`config.mk`:
```
export PLATFORM = sky130hd
export DESIGN_NAME = binary_to_bcd_converter
export DESIGN_NICKNAME = d
export VERILOG_FILES = /design/src/hdl/b2bcd_pkg.sv /design/src/hdl/b2bcd_cell.sv /design/src/hdl/b2bcd_out.sv /design/src/hdl/binary_to_bcd_converter.sv
export SDC_FILE = /design/constraint.sdc
export NUM_CORES = 1
export LEC_CHECK = 0
export BUFFER_PORTS_ARGS = -buffer_cell sky130_fd_sc_hd__buf_2
export CORE_AREA = 2 2 314 316
export DETAILED_ROUTE_END_ITERATION = 7
export DIE_AREA = 0 0 316 318
export GPL_ROUTABILITY_DRIVEN = 0
export GPL_TIMING_DRIVEN = 0
export PLACE_DENSITY = 0.7
export SYNTH_ARGS = -nofsm -noshare
export SYNTH_HDL_FRONTEND = slang
export SYNTH_SLANG_ARGS = --single-unit
```
`constraint.sdc`:
```
create_clock -name clk_i -period 11.5 [get_ports clk_i]
set_input_delay 1.725 -clock clk_i [delete_from_list [all_inputs] [get_ports clk_i]]
set_output_delay 1.725 -clock clk_i [all_outputs]
set_load 0.02 [all_outputs]
```
`src/hdl/b2bcd_pkg.sv`:
```
`timescale 1ns / 1ps

package b2bcd_pkg;

  // Input value width; one double-dabble cell per input bit
  localparam int VALUE_W = 32;
  // Decimal digits needed to hold any VALUE_W-bit value
  localparam int MAX_DIGITS = 10;
  localparam int BCD_W = 4 * MAX_DIGITS;
  // Digits carried by the result field
  localparam int FIELD_DIGITS = 8;
  localparam int OUT_W = 4 * FIELD_DIGITS;
  // Digits used in four-digit mode
  localparam int SHORT_DIGITS = 4;
  // Default digit count
  localparam int DIGIT_COUNT_DEF = 8;

  localparam logic [3:0] NINE = 4'd9;

  // Data carried from cell to cell
  typedef struct packed {
    logic [VALUE_W-1:0] bin;
    logic [BCD_W-1:0]   bcd;
  } b2bcd_beat_t;

  // True when every nibble of a result is a legal decimal digit
  function automatic logic bcd_legal(input logic [OUT_W-1:0] word);
    logic ok;
    ok = 1'b1;
    for (int i = 0; i < FIELD_DIGITS; i++) begin
      if (word[4*i +: 4] > NINE) ok = 1'b0;
    end
    return ok;
  endfunction

endpackage

```
`src/hdl/b2bcd_cell.sv`:
```
`timescale 1ns / 1ps

module b2bcd_cell
  import b2bcd_pkg::*;
(
  input  logic        clk_i,
  input  logic        rst_ni,
  input  logic        valid_i,
  input  b2bcd_beat_t beat_i,
  output logic        ready_o,
  output logic        valid_o,
  output b2bcd_beat_t beat_o,
  input  logic        ready_i
);

  logic        valid_q, valid_d;
  b2bcd_beat_t beat_q, beat_d;
  logic [BCD_W-1:0] adj;

  // Add 3 to every digit of 5 or more, then shift one binary bit in
  always_comb begin
    adj = beat_i.bcd;
    for (int d = 0; d < MAX_DIGITS; d++) begin
      if (beat_i.bcd[4*d +: 4] >= 4'd5) adj[4*d +: 4] = beat_i.bcd[4*d +: 4] + 4'd3;
    end
    beat_d.bcd = {adj[BCD_W-2:0], beat_i.bin[VALUE_W-1]};
    beat_d.bin = {beat_i.bin[VALUE_W-2:0], 1'b0};
  end

  // Stage moves when empty or when the next stage takes its beat
  assign ready_o = !valid_q || ready_i;
  assign valid_d = ready_o ? valid_i : valid_q;

  always_ff @(posedge clk_i or negedge rst_ni) begin
    if (!rst_ni) begin
      valid_q <= 1'b0;
    end else begin
      valid_q <= valid_d;
    end
  end

  always_ff @(posedge clk_i) begin
    if (ready_o && valid_i) begin
      beat_q <= beat_d;
    end
  end

  assign valid_o = valid_q;
  assign beat_o  = beat_q;

endmodule

```
`src/hdl/b2bcd_out.sv`:
```
`timescale 1ns / 1ps

module b2bcd_out
  import b2bcd_pkg::*;
#(
  parameter int DIGIT_COUNT = DIGIT_COUNT_DEF
) (
  input  logic             clk_i,
  input  logic             rst_ni,
  input  logic             valid_i,
  input  logic [BCD_W-1:0] bcd_i,
  input  logic             four_digit_mode_i,
  output logic             ready_o,
  output logic             out_valid_o,
  input  logic             out_stall_i,
  output logic [OUT_W-1:0] bcd_digits_o,
  output logic             overflow_o
);

  // Digits in use, clamped to the field and to four in short mode
  localparam int BASE_DIGITS  = (DIGIT_COUNT > FIELD_DIGITS) ? FIELD_DIGITS :
                                (DIGIT_COUNT < 1) ? 1 : DIGIT_COUNT;
  localparam int SHORT_USED   = (BASE_DIGITS > SHORT_DIGITS) ? SHORT_DIGITS : BASE_DIGITS;

  logic [3:0]       used;
  logic             ovf;
  logic [OUT_W-1:0] digits;
  logic             valid_q, valid_d;
  logic [OUT_W-1:0] digits_q;
  logic             ovf_q;

  assign used = four_digit_mode_i ? 4'(SHORT_USED) : 4'(BASE_DIGITS);

  // Overflow when any digit above those in use is nonzero; then saturate
  always_comb begin
    ovf = 1'b0;
    for (int i = 0; i < MAX_DIGITS; i++) begin
      if (4'(i) >= used && bcd_i[4*i +: 4] != 4'd0) ovf = 1'b1;
    end
    digits = '0;
    for (int i = 0; i < FIELD_DIGITS; i++) begin
      if (4'(i) < used) digits[4*i +: 4] = ovf ? NINE : bcd_i[4*i +: 4];
    end
  end

  // Output register; refills while its beat is being taken
  assign ready_o = !valid_q || !out_stall_i;
  assign valid_d = ready_o ? valid_i : valid_q;

  always_ff @(posedge clk_i or negedge rst_ni) begin
    if (!rst_ni) begin
      valid_q <= 1'b0;
    end else begin
      valid_q <= valid_d;
    end
  end

  always_ff @(posedge clk_i) begin
    if (ready_o && valid_i) begin
      digits_q <= digits;
      ovf_q    <= ovf;
    end
  end

  assign out_valid_o  = valid_q;
  assign bcd_digits_o = digits_q;
  assign overflow_o   = ovf_q;

endmodule

```
`src/hdl/binary_to_bcd_converter.sv`:
```
`timescale 1ns / 1ps

// Binary to packed BCD converter. Each beat on the input channel carries a
// 32-bit unsigned value; the matching output beat carries its decimal digits,
// four bits each, least significant digit in bits 3:0, plus an overflow flag.
// A value that does not fit in the digits in use (DIGIT_COUNT, at most eight,
// or four with four_digit_mode set) raises overflow and reads as all nines.
// The value passes through a row of 32 double-dabble cells, one per input
// bit, then an output register. One beat is taken every cycle unless
// in_stall_o is raised. Stages with no beat close up, so input beats keep
// entering while a result waits at a stalled output. Write four_digit_mode
// only while no beat is in flight.

module binary_to_bcd_converter
  import b2bcd_pkg::*;
#(
  parameter int DIGIT_COUNT = DIGIT_COUNT_DEF
) (
  input  logic                clk_i,
  input  logic                rst_ni,
  input  logic                cfg_we_i,
  input  logic                cfg_wdata_i,
  input  logic                in_valid_i,
  output logic                in_stall_o,
  input  logic [VALUE_W-1:0]  value_i,
  output logic                out_valid_o,
  input  logic                out_stall_i,
  output logic [OUT_W-1:0]    bcd_digits_o,
  output logic                overflow_o
);

  logic        mode_q, mode_d;
  logic        valid  [VALUE_W+1];
  logic        ready  [VALUE_W+1];
  b2bcd_beat_t beat   [VALUE_W+1];

  // Mode register
  assign mode_d = cfg_we_i ? cfg_wdata_i : mode_q;

  always_ff @(posedge clk_i or negedge rst_ni) begin
    if (!rst_ni) begin
      mode_q <= 1'b0;
    end else begin
      mode_q <= mode_d;
    end
  end

  // Head of the cell row
  assign valid[0]    = in_valid_i;
  assign beat[0].bin = value_i;
  assign beat[0].bcd = '0;
  assign in_stall_o  = !ready[0];

  // One double-dabble step per cell
  for (genvar k = 0; k < VALUE_W; k++) begin : g_cell
    b2bcd_cell u_cell (
      .clk_i   (clk_i),
      .rst_ni  (rst_ni),
      .valid_i (valid[k]),
      .beat_i  (beat[k]),
      .ready_o (ready[k]),
      .valid_o (valid[k+1]),
      .beat_o  (beat[k+1]),
      .ready_i (ready[k+1])
    );
  end

  // Digit selection, saturation and output register
  b2bcd_out #(
    .DIGIT_COUNT (DIGIT_COUNT)
  ) u_out (
    .clk_i             (clk_i),
    .rst_ni            (rst_ni),
    .valid_i           (valid[VALUE_W]),
    .bcd_i             (beat[VALUE_W].bcd),
    .four_digit_mode_i (mode_q),
    .ready_o           (ready[VALUE_W]),
    .out_valid_o       (out_valid_o),
    .out_stall_i       (out_stall_i),
    .bcd_digits_o      (bcd_digits_o),
    .overflow_o        (overflow_o)
  );

  // An empty output register never holds back the cell row
  a_no_stall_when_empty: assert property (@(posedge clk_i) disable iff (!rst_ni)
    !out_valid_o |-> !in_stall_o)
    else $error("input stalled with empty output");

  // Every result nibble is a decimal digit
  a_digits_legal: assert property (@(posedge clk_i) disable iff (!rst_ni)
    out_valid_o |-> bcd_legal(bcd_digits_o))
    else $error("illegal BCD digit in result");

  // Four-digit mode leaves the upper digits zero
  a_short_upper_zero: assert property (@(posedge clk_i) disable iff (!rst_ni)
    out_valid_o && mode_q |-> bcd_digits_o[OUT_W-1:4*SHORT_DIGITS] == '0)
    else $error("upper digits set in four-digit mode");

  // Overflow saturates the low digit to nine
  a_overflow_nines: assert property (@(posedge clk_i) disable iff (!rst_ni)
    out_valid_o && overflow_o |-> bcd_digits_o[3:0] == NINE)
    else $error("overflow result not saturated");

endmodule
```
==> results.ini, run 1 <==
[run_status]
status=finished, final reports clean

[timing]
finalSetupTns_ns=0
slew_viol_final=0
worst_pin_slew_ns=1.33
setup_viol=0
layout_worst_path_cycle_share_pct=49.2
grt_setup_unrepaired=false
whs_ns=0.404
finClkSkew_ns=0.0269
fin_crit_ns=5.65
max_freq_mhz=177
setup_slack_ns=5.85
slew_headroom_pct=11.4
hold_violations=0

[cts]
clock_latency_ns=0.71
cts_max_level=4
clockBufferDepth=3
clkSlewWorstSetupHoldPaths_ns=0.06
cts-resized-gates=0
tritoncts=yes
cts_root_buf=clkbuf_16
numCtsBuffers=133
cts_hold_buffers=0
postCtsSetupRepairBufs=0
clkSinkCount=1243

[global_route]
grt_pass1_vias=29000
grt_pass1_wl_mm=129
overflow=0
grt_antenna_before_repair=0
grt_max_degree=40
grt_usage_pct=15.6

[layout]
syn2layout_area_growth_pct=12.9
fin_nets=4442
fill_cells=7053
seq_area_um2=37200
fin_area_um2=60000
multi_input_area_um2=15000
final_layout_size_suffix_gt1_share_pct=8.14
diodes=0

[synth]
yosysTopAreaCell=edfxtp_1
synth.area.top_cells=edfxtp_1 68%, ha_1 7.5%, nand2_1 4.2%
synth_common_cells=1,209 x edfxtp_1, 596 x nand2_1, 324 x inv_1
ys_seq_area_share_pct=69.9
yosysUniqueCellTypes=37
netlist.area_leader.share_pct=68.3
synth-main-ff-cell=edfxtp_1
synth_async_sr_flop_share_pct=2.74
ys_ff_latch=1243
synth_edf_count=1209
syn_nets=4210
ys_warn_count=0
syn_inst=3855
post-synth-top-count-cell=edfxtp_1
synth_area_um2=53200
syn_area_per_cell_um2=13.8

[detailed_routing]
route.met3.wl_mm=2.28
routed_via_density=5.11
routed.top_layer=met4
route.final.wire_length_mm=76.0
via_count=28000
drc=0
antenna_left=0
m1WireLength_mm=27.0
dr.pass1.iters=5
wire_per_inst_um=13.9
wl_met2_mm=44.8
first_iter_violations=1539

[setup_path]
cp-start-kind=input pin
cp_max_fo=10
arrival_ns=3.93
end_kind=output pin
r2r_setup_slack_ns=8.07
critPathRequiredTime_ns=9.78
crit_type=in2out

[pwr]
pwr-share-comb_pct=19.5
swShare_pct=27.8
leakagePower_nw=23.7
ir_drop_mv=0.183
p_seq_share_pct=50.1
power_w=0.0135
internal_power_w=0.00976
power_density_nw_per_um2=225
pwr-share-clk_pct=30.4
switchingPower_w=0.00375

[floorplan]
dieArea_um2=100000
rows=115
core_um2=97400
start_util_pct=54.6
io_pins=73
dieWidth_um=316
die_height_um=318

[hold_path]
hold_class=reg2reg

[placed_design]
io_buffers=72
dpl.hpwl_mm=52.4
place_area_um2=55800
place_ws_ns=5.82

[run]
cap_violations=0

[sequential cells by signal (all words and copies together) (netlist names)]
register and count:
g_cell.u_cell.beat_o 1176, g_cell.u_cell.valid_o 32, mode_q 1, u_out.bcd_digits_o 32
u_out.out_valid_o 1, u_out.overflow_o 1
[metrics by stage]
step                      util [%]  cells
after detailed placement      57.3   5239
after global placement        56.6   5214
after floorplan                  -   3855
after CTS                     61.6   5478
final                         61.6   5478
after global routing          61.6   5478
[layer usage]
| layer | GRT usage (%) | up-vias |
|---|---|---|
| met2 | 32.3 | 349 |
| met1 | 14.6 | 13500 |
| met4 | 5.95 | 0 |
| met3 | 2.88 | 162 |
| li1 | - | 14000 |
| met5 | 0 | - |
[cells in the final DEF (no fill, tap or decap), drive strengths merged, types with 8 or more instances in the layout]
cell type  instances
nor2b             10
o21a              14
bufinv             9
a21oi            163
buf               98
nand2            596
nor4               8
o21bai            10
nand4              9
nand2b           303
and2              25
clkinv            54
dfrtp             34
xnor2            155
inv              333
edfxtp          1209
o21ai            300
clkbuf           165
mux2i            151
ha               317
nor2             184
[final cells by class]
type / count / area share, %
tap: 1287 / 2.68
inverter: 324 / 2.03
sequential: 1243 / 61.9
clock buffer: 162 / 5.92
timing repair buffer: 97 / 1.41
multi-input combinational: 2284 / 24.9
buffer: 4 / 0.0375
clock inverter: 77 / 1.14
[worst paths after layout]
| check | startpoint | end | cells past startpoint |
|---|---|---|---|
| worst min-delay path | g_cell[11].u_cell.beat_o[58] | g_cell[12].u_cell.beat_o[59] | 0 |
| worst max-delay path | out_stall_i | in_stall_o | 7 |
| worst max register to register | u_out.out_valid_o | g_cell[13].u_cell.beat_o[61] | 6 |
| worst min register to register | g_cell[11].u_cell.beat_o[58] | g_cell[12].u_cell.beat_o[59] | 0 |
| max in group asynchronous | rst_ni | g_cell[0].u_cell.valid_o | 1 |
| min in group asynchronous | rst_ni | u_out.out_valid_o | 1 |
[critical path, stage by stage]
cell and delay (ns):
buf_2 0.15, nand4_2 0.20, or4_1 0.72, or4_4 0.63
buf_6 0.17, nor2_1 0.14, buf_2 0.18
[cell families (layout without fill, tap and decap cells)]
| family | Yosys count | after routing | synth area share [%] |
|---|---|---|---|
| flip-flops | 1243 | 1243 | 69.9 |
| AND/OR/NAND/NOR | 1153 | 1153 | 9.93 |
| AO/OA/AOI/OAI | 507 | 507 | 5.00 |
| buffers and inverters | 328 | 664 | 2.33 |
| adder cells (fa/ha/maj) | 317 | 317 | 7.46 |
| XOR/XNOR | 155 | 155 | 2.55 |
| multiplexers | 152 | 152 | 2.86 |
[power by group through the flow]
stage | Combinational (W) | Sequential [W] | Clock (W)
2_1_floorplan | 0.00207 | 0.00672 | 0
3_3_place_gp | 0.00244 | 0.00685 | 0
3_5_place_dp | 0.00265 | 0.00686 | 0
4_1_cts | 0.00268 | 0.00678 | 0.00422
5_1_grt | 0.00307 | 0.00690 | 0.00439
6_report | 0.00263 | 0.00677 | 0.00411
Note: power is estimated with default switching activity, not from simulation.
==> run 2: changes to the inputs <==
--- a/config.mk
+++ b/config.mk
@@ -11,7 +11,7 @@
 export DIE_AREA = 0 0 316 318
 export GPL_ROUTABILITY_DRIVEN = 0
 export GPL_TIMING_DRIVEN = 0
-export PLACE_DENSITY = 0.7
+export PLACE_DENSITY = 0.73
 export SYNTH_ARGS = -nofsm -noshare
 export SYNTH_HDL_FRONTEND = slang
 export SYNTH_SLANG_ARGS = --single-unit
==> constraint.sdc (replaced) <==
create_clock -name clk_i -period 5.1 [get_ports clk_i]
set_input_delay 0.765 -clock clk_i [delete_from_list [all_inputs] [get_ports clk_i]]
set_output_delay 0.765 -clock clk_i [all_outputs]
set_load 0.02 [all_outputs]
==> run 2 against run 1 <==
  * Power grew 120%
  * Register-to-register slack lost 6.4 ns
  * Setup slack lost 4.8 ns
  * Flip-flop and latch count is the same
  * Critical path depth shrank 1
  * Utilization shrank 0.26 points
  * Final area shrank 0.42%
  * Largest power group unchanged
==> results.ini, run 2 (same netlist as run 1, synthesis figures left out) <==
[run_status]
status=finished, final reports clean

[setup_path]
rr_worst_depth=5  ; -1
crit_type=reg2out
cp-start-kind=flop
arrival_ns=3.34  ; -0.59 ns
cp_max_fo=10  ; unchanged
max_stage_delay_ns=0.74  ; +0.02 ns
r2r_setup_slack_ns=1.64  ; -6.43 ns
cp_slowest_cell=or4_1
rr_endpoint=g_cell[0].u_cell.beat_o[64]
critPathRequiredTime_ns=4.34  ; -5.44 ns
crit_path_cell_trace=nand4_2 > or4_1 > or4_4 > buf_6 > nor2_1 > buf_2
end_kind=output pin
r2r-start=u_out.out_valid_o

[hold_path]
hold_class=in2async

[detailed_routing]
wire_per_inst_um=13.8  ; -0.42%
first_iter_violations=1374  ; -11%
routed_via_density=5.11  ; about the same
antenna_left=0  ; unchanged
via_count=27900  ; -0.15%
route.final.wire_length_mm=75.6  ; -0.58%
drc=0  ; unchanged
dr.pass1.iters=5  ; unchanged

[layout]
diodes=0  ; unchanged
multi_input_area_um2=15000  ; unchanged
largest_register_ffs=1176  ; unchanged
syn2layout_area_growth_pct=12.4
mostFrequentLayoutCells=1,209 x edfxtp_1, 596 x nand2_1, 324 x inv_1, 317 x ha_1, 303 x nand2b_1
seq_area_um2=37200  ; unchanged
fin_nets=4437  ; -0.11%
final_common_cell=edfxtp_1
fill_cells=7026  ; -0.38%
post-route-util_pct=61.4  ; -0.26 points
final_layout_size_suffix_gt1_share_pct=7.58  ; -0.56 points

[cts]
clockBufferDepth=3  ; unchanged
cts_root_buf=clkbuf_16
clkSlewWorstSetupHoldPaths_ns=0.06  ; about the same
clock_latency_ns=0.72  ; about the same
numCtsBuffers=130  ; -2.3%
postCtsSetupRepairBufs=0  ; unchanged
cts_max_level=4  ; unchanged
cts_hold_buffers=0  ; unchanged
tritoncts=yes
clkSinkCount=1243  ; unchanged
cts-resized-gates=0  ; unchanged

[pwr]
power_w=0.0301  ; +120%
leakagePower_nw=23.5  ; -0.58%
ir_drop_mv=0.411  ; +120%
power_density_nw_per_um2=503  ; +120%

[global_route]
grt.busiest_layer=met2
met2_usage_pct=31.5  ; -0.73 points
grt_max_degree=41  ; +2.5%
overflow=0  ; unchanged
grt_antenna_before_repair=0  ; unchanged
globalRouteMet3Util_pct=2.84  ; -0.039 points
grt_pass1_wl_mm=127  ; -1.3%
grt_use_met1_pct=14.5  ; -0.068 points
grt_usage_pct=15.4  ; -0.19 points
grt_pass1_vias=28600  ; -1.3%

[floorplan]
start_util_pct=54.6  ; unchanged
dieArea_um2=100000  ; unchanged
dieWidth_um=316  ; unchanged
io_pins=73  ; unchanged
die_height_um=318  ; unchanged
core_um2=97400  ; unchanged
rows=115  ; unchanged

[timing]
slew_headroom_pct=13.2  ; +1.8 points
finClkSkew_ns=0.0281  ; +0.00122 ns
slew_viol_final=0  ; unchanged
finalSetupTns_ns=0  ; unchanged
grt_setup_unrepaired=false
hold_violations=0  ; unchanged
fin_crit_ns=4.10
setup_viol=0  ; unchanged
max_freq_mhz=244
layout_worst_path_cycle_share_pct=80.5
worst_pin_slew_ns=1.30  ; -0.0274 ns

[placed_design]
dpl.hpwl_mm=51.9  ; -1.0%
io_buffers=72  ; unchanged

[run]
cap_violations=0  ; unchanged

[run 2: cell count changes in the layout (fill, tap and decap cells not counted), moves of 2 or more]
cell,delta
buf_12,-2
bufinv_16,-4
clkbuf_1,+12
clkbuf_16,-4
clkbuf_8,+3
clkinv_1,+3
clkinv_2,-12
clkinvlp_4,-3
inv_6,-2
[run 2: critical path: cells and delay by family, from the launching register on]
| family | cells | cell delay [ns] |
|---|---|---|
| DFF | 1 | 0.50 |
| buffers and inverters | 2 | 0.34 |
| and+or+nand+nor | 4 | 1.77 |
[run 2: worst max path at each step]
stage	slack, ns	from	end	cells past startpoint
final	1.0	u_out.out_valid_o	in_stall_o	6
after global routing	0.83	u_out.out_valid_o	in_stall_o	6
after CTS	0.90	u_out.out_valid_o	in_stall_o	6
after detailed placement	1.13	out_stall_i	g_cell[4].u_cell.beat_o[64]	6
after global placement	-1.28	out_stall_i	g_cell[21].u_cell.beat_o[68]	5
after floorplan	0.59	out_stall_i	g_cell[21].u_cell.beat_o[0]	4
[run 2: layer usage]
metal / part of all wire (%) / up-vias
met5: 0 / -
met4: 3.0 / 0
met3: 3.1 / 173
met2: 58 / 335
met1: 36 / 13400
li1: - / 14000
[run 2: report_power, final]
| group | internal [W] | switching [W] |
|---|---|---|
| registers | 0.0139 | 0.00132 |
| logic | 0.00264 | 0.00330 |
| clock network | 0.00514 | 0.00376 |
[run 2: area by class of cell]
| type | instances | area share [%] |
|---|---|---|
| Multi-Input combinational cell | 2284 | 25.0 |
| Sequential cell | 1243 | 62.1 |
| Timing Repair Buffer | 95 | 1.35 |
| Clock buffer | 173 | 5.92 |
| Tap cell | 1287 | 2.69 |
| Inverter | 324 | 2.03 |
| Buffer | 4 | 0.0377 |
| Clock inverter | 59 | 0.806 |
[run 2: per-stage QoR]
step	setup slack [ns]	std cells	cell area, µm²	hold slack, ns
floorplan	0.595	3855	53200	0.400
CTS	0.904	5469	59800	0.154
global route	0.828	5469	59800	0.179
global placement	-1.28	5214	55100	0.400
detailed placement	1.13	5237	55800	0.405
finish	0.997	5469	59800	0.169
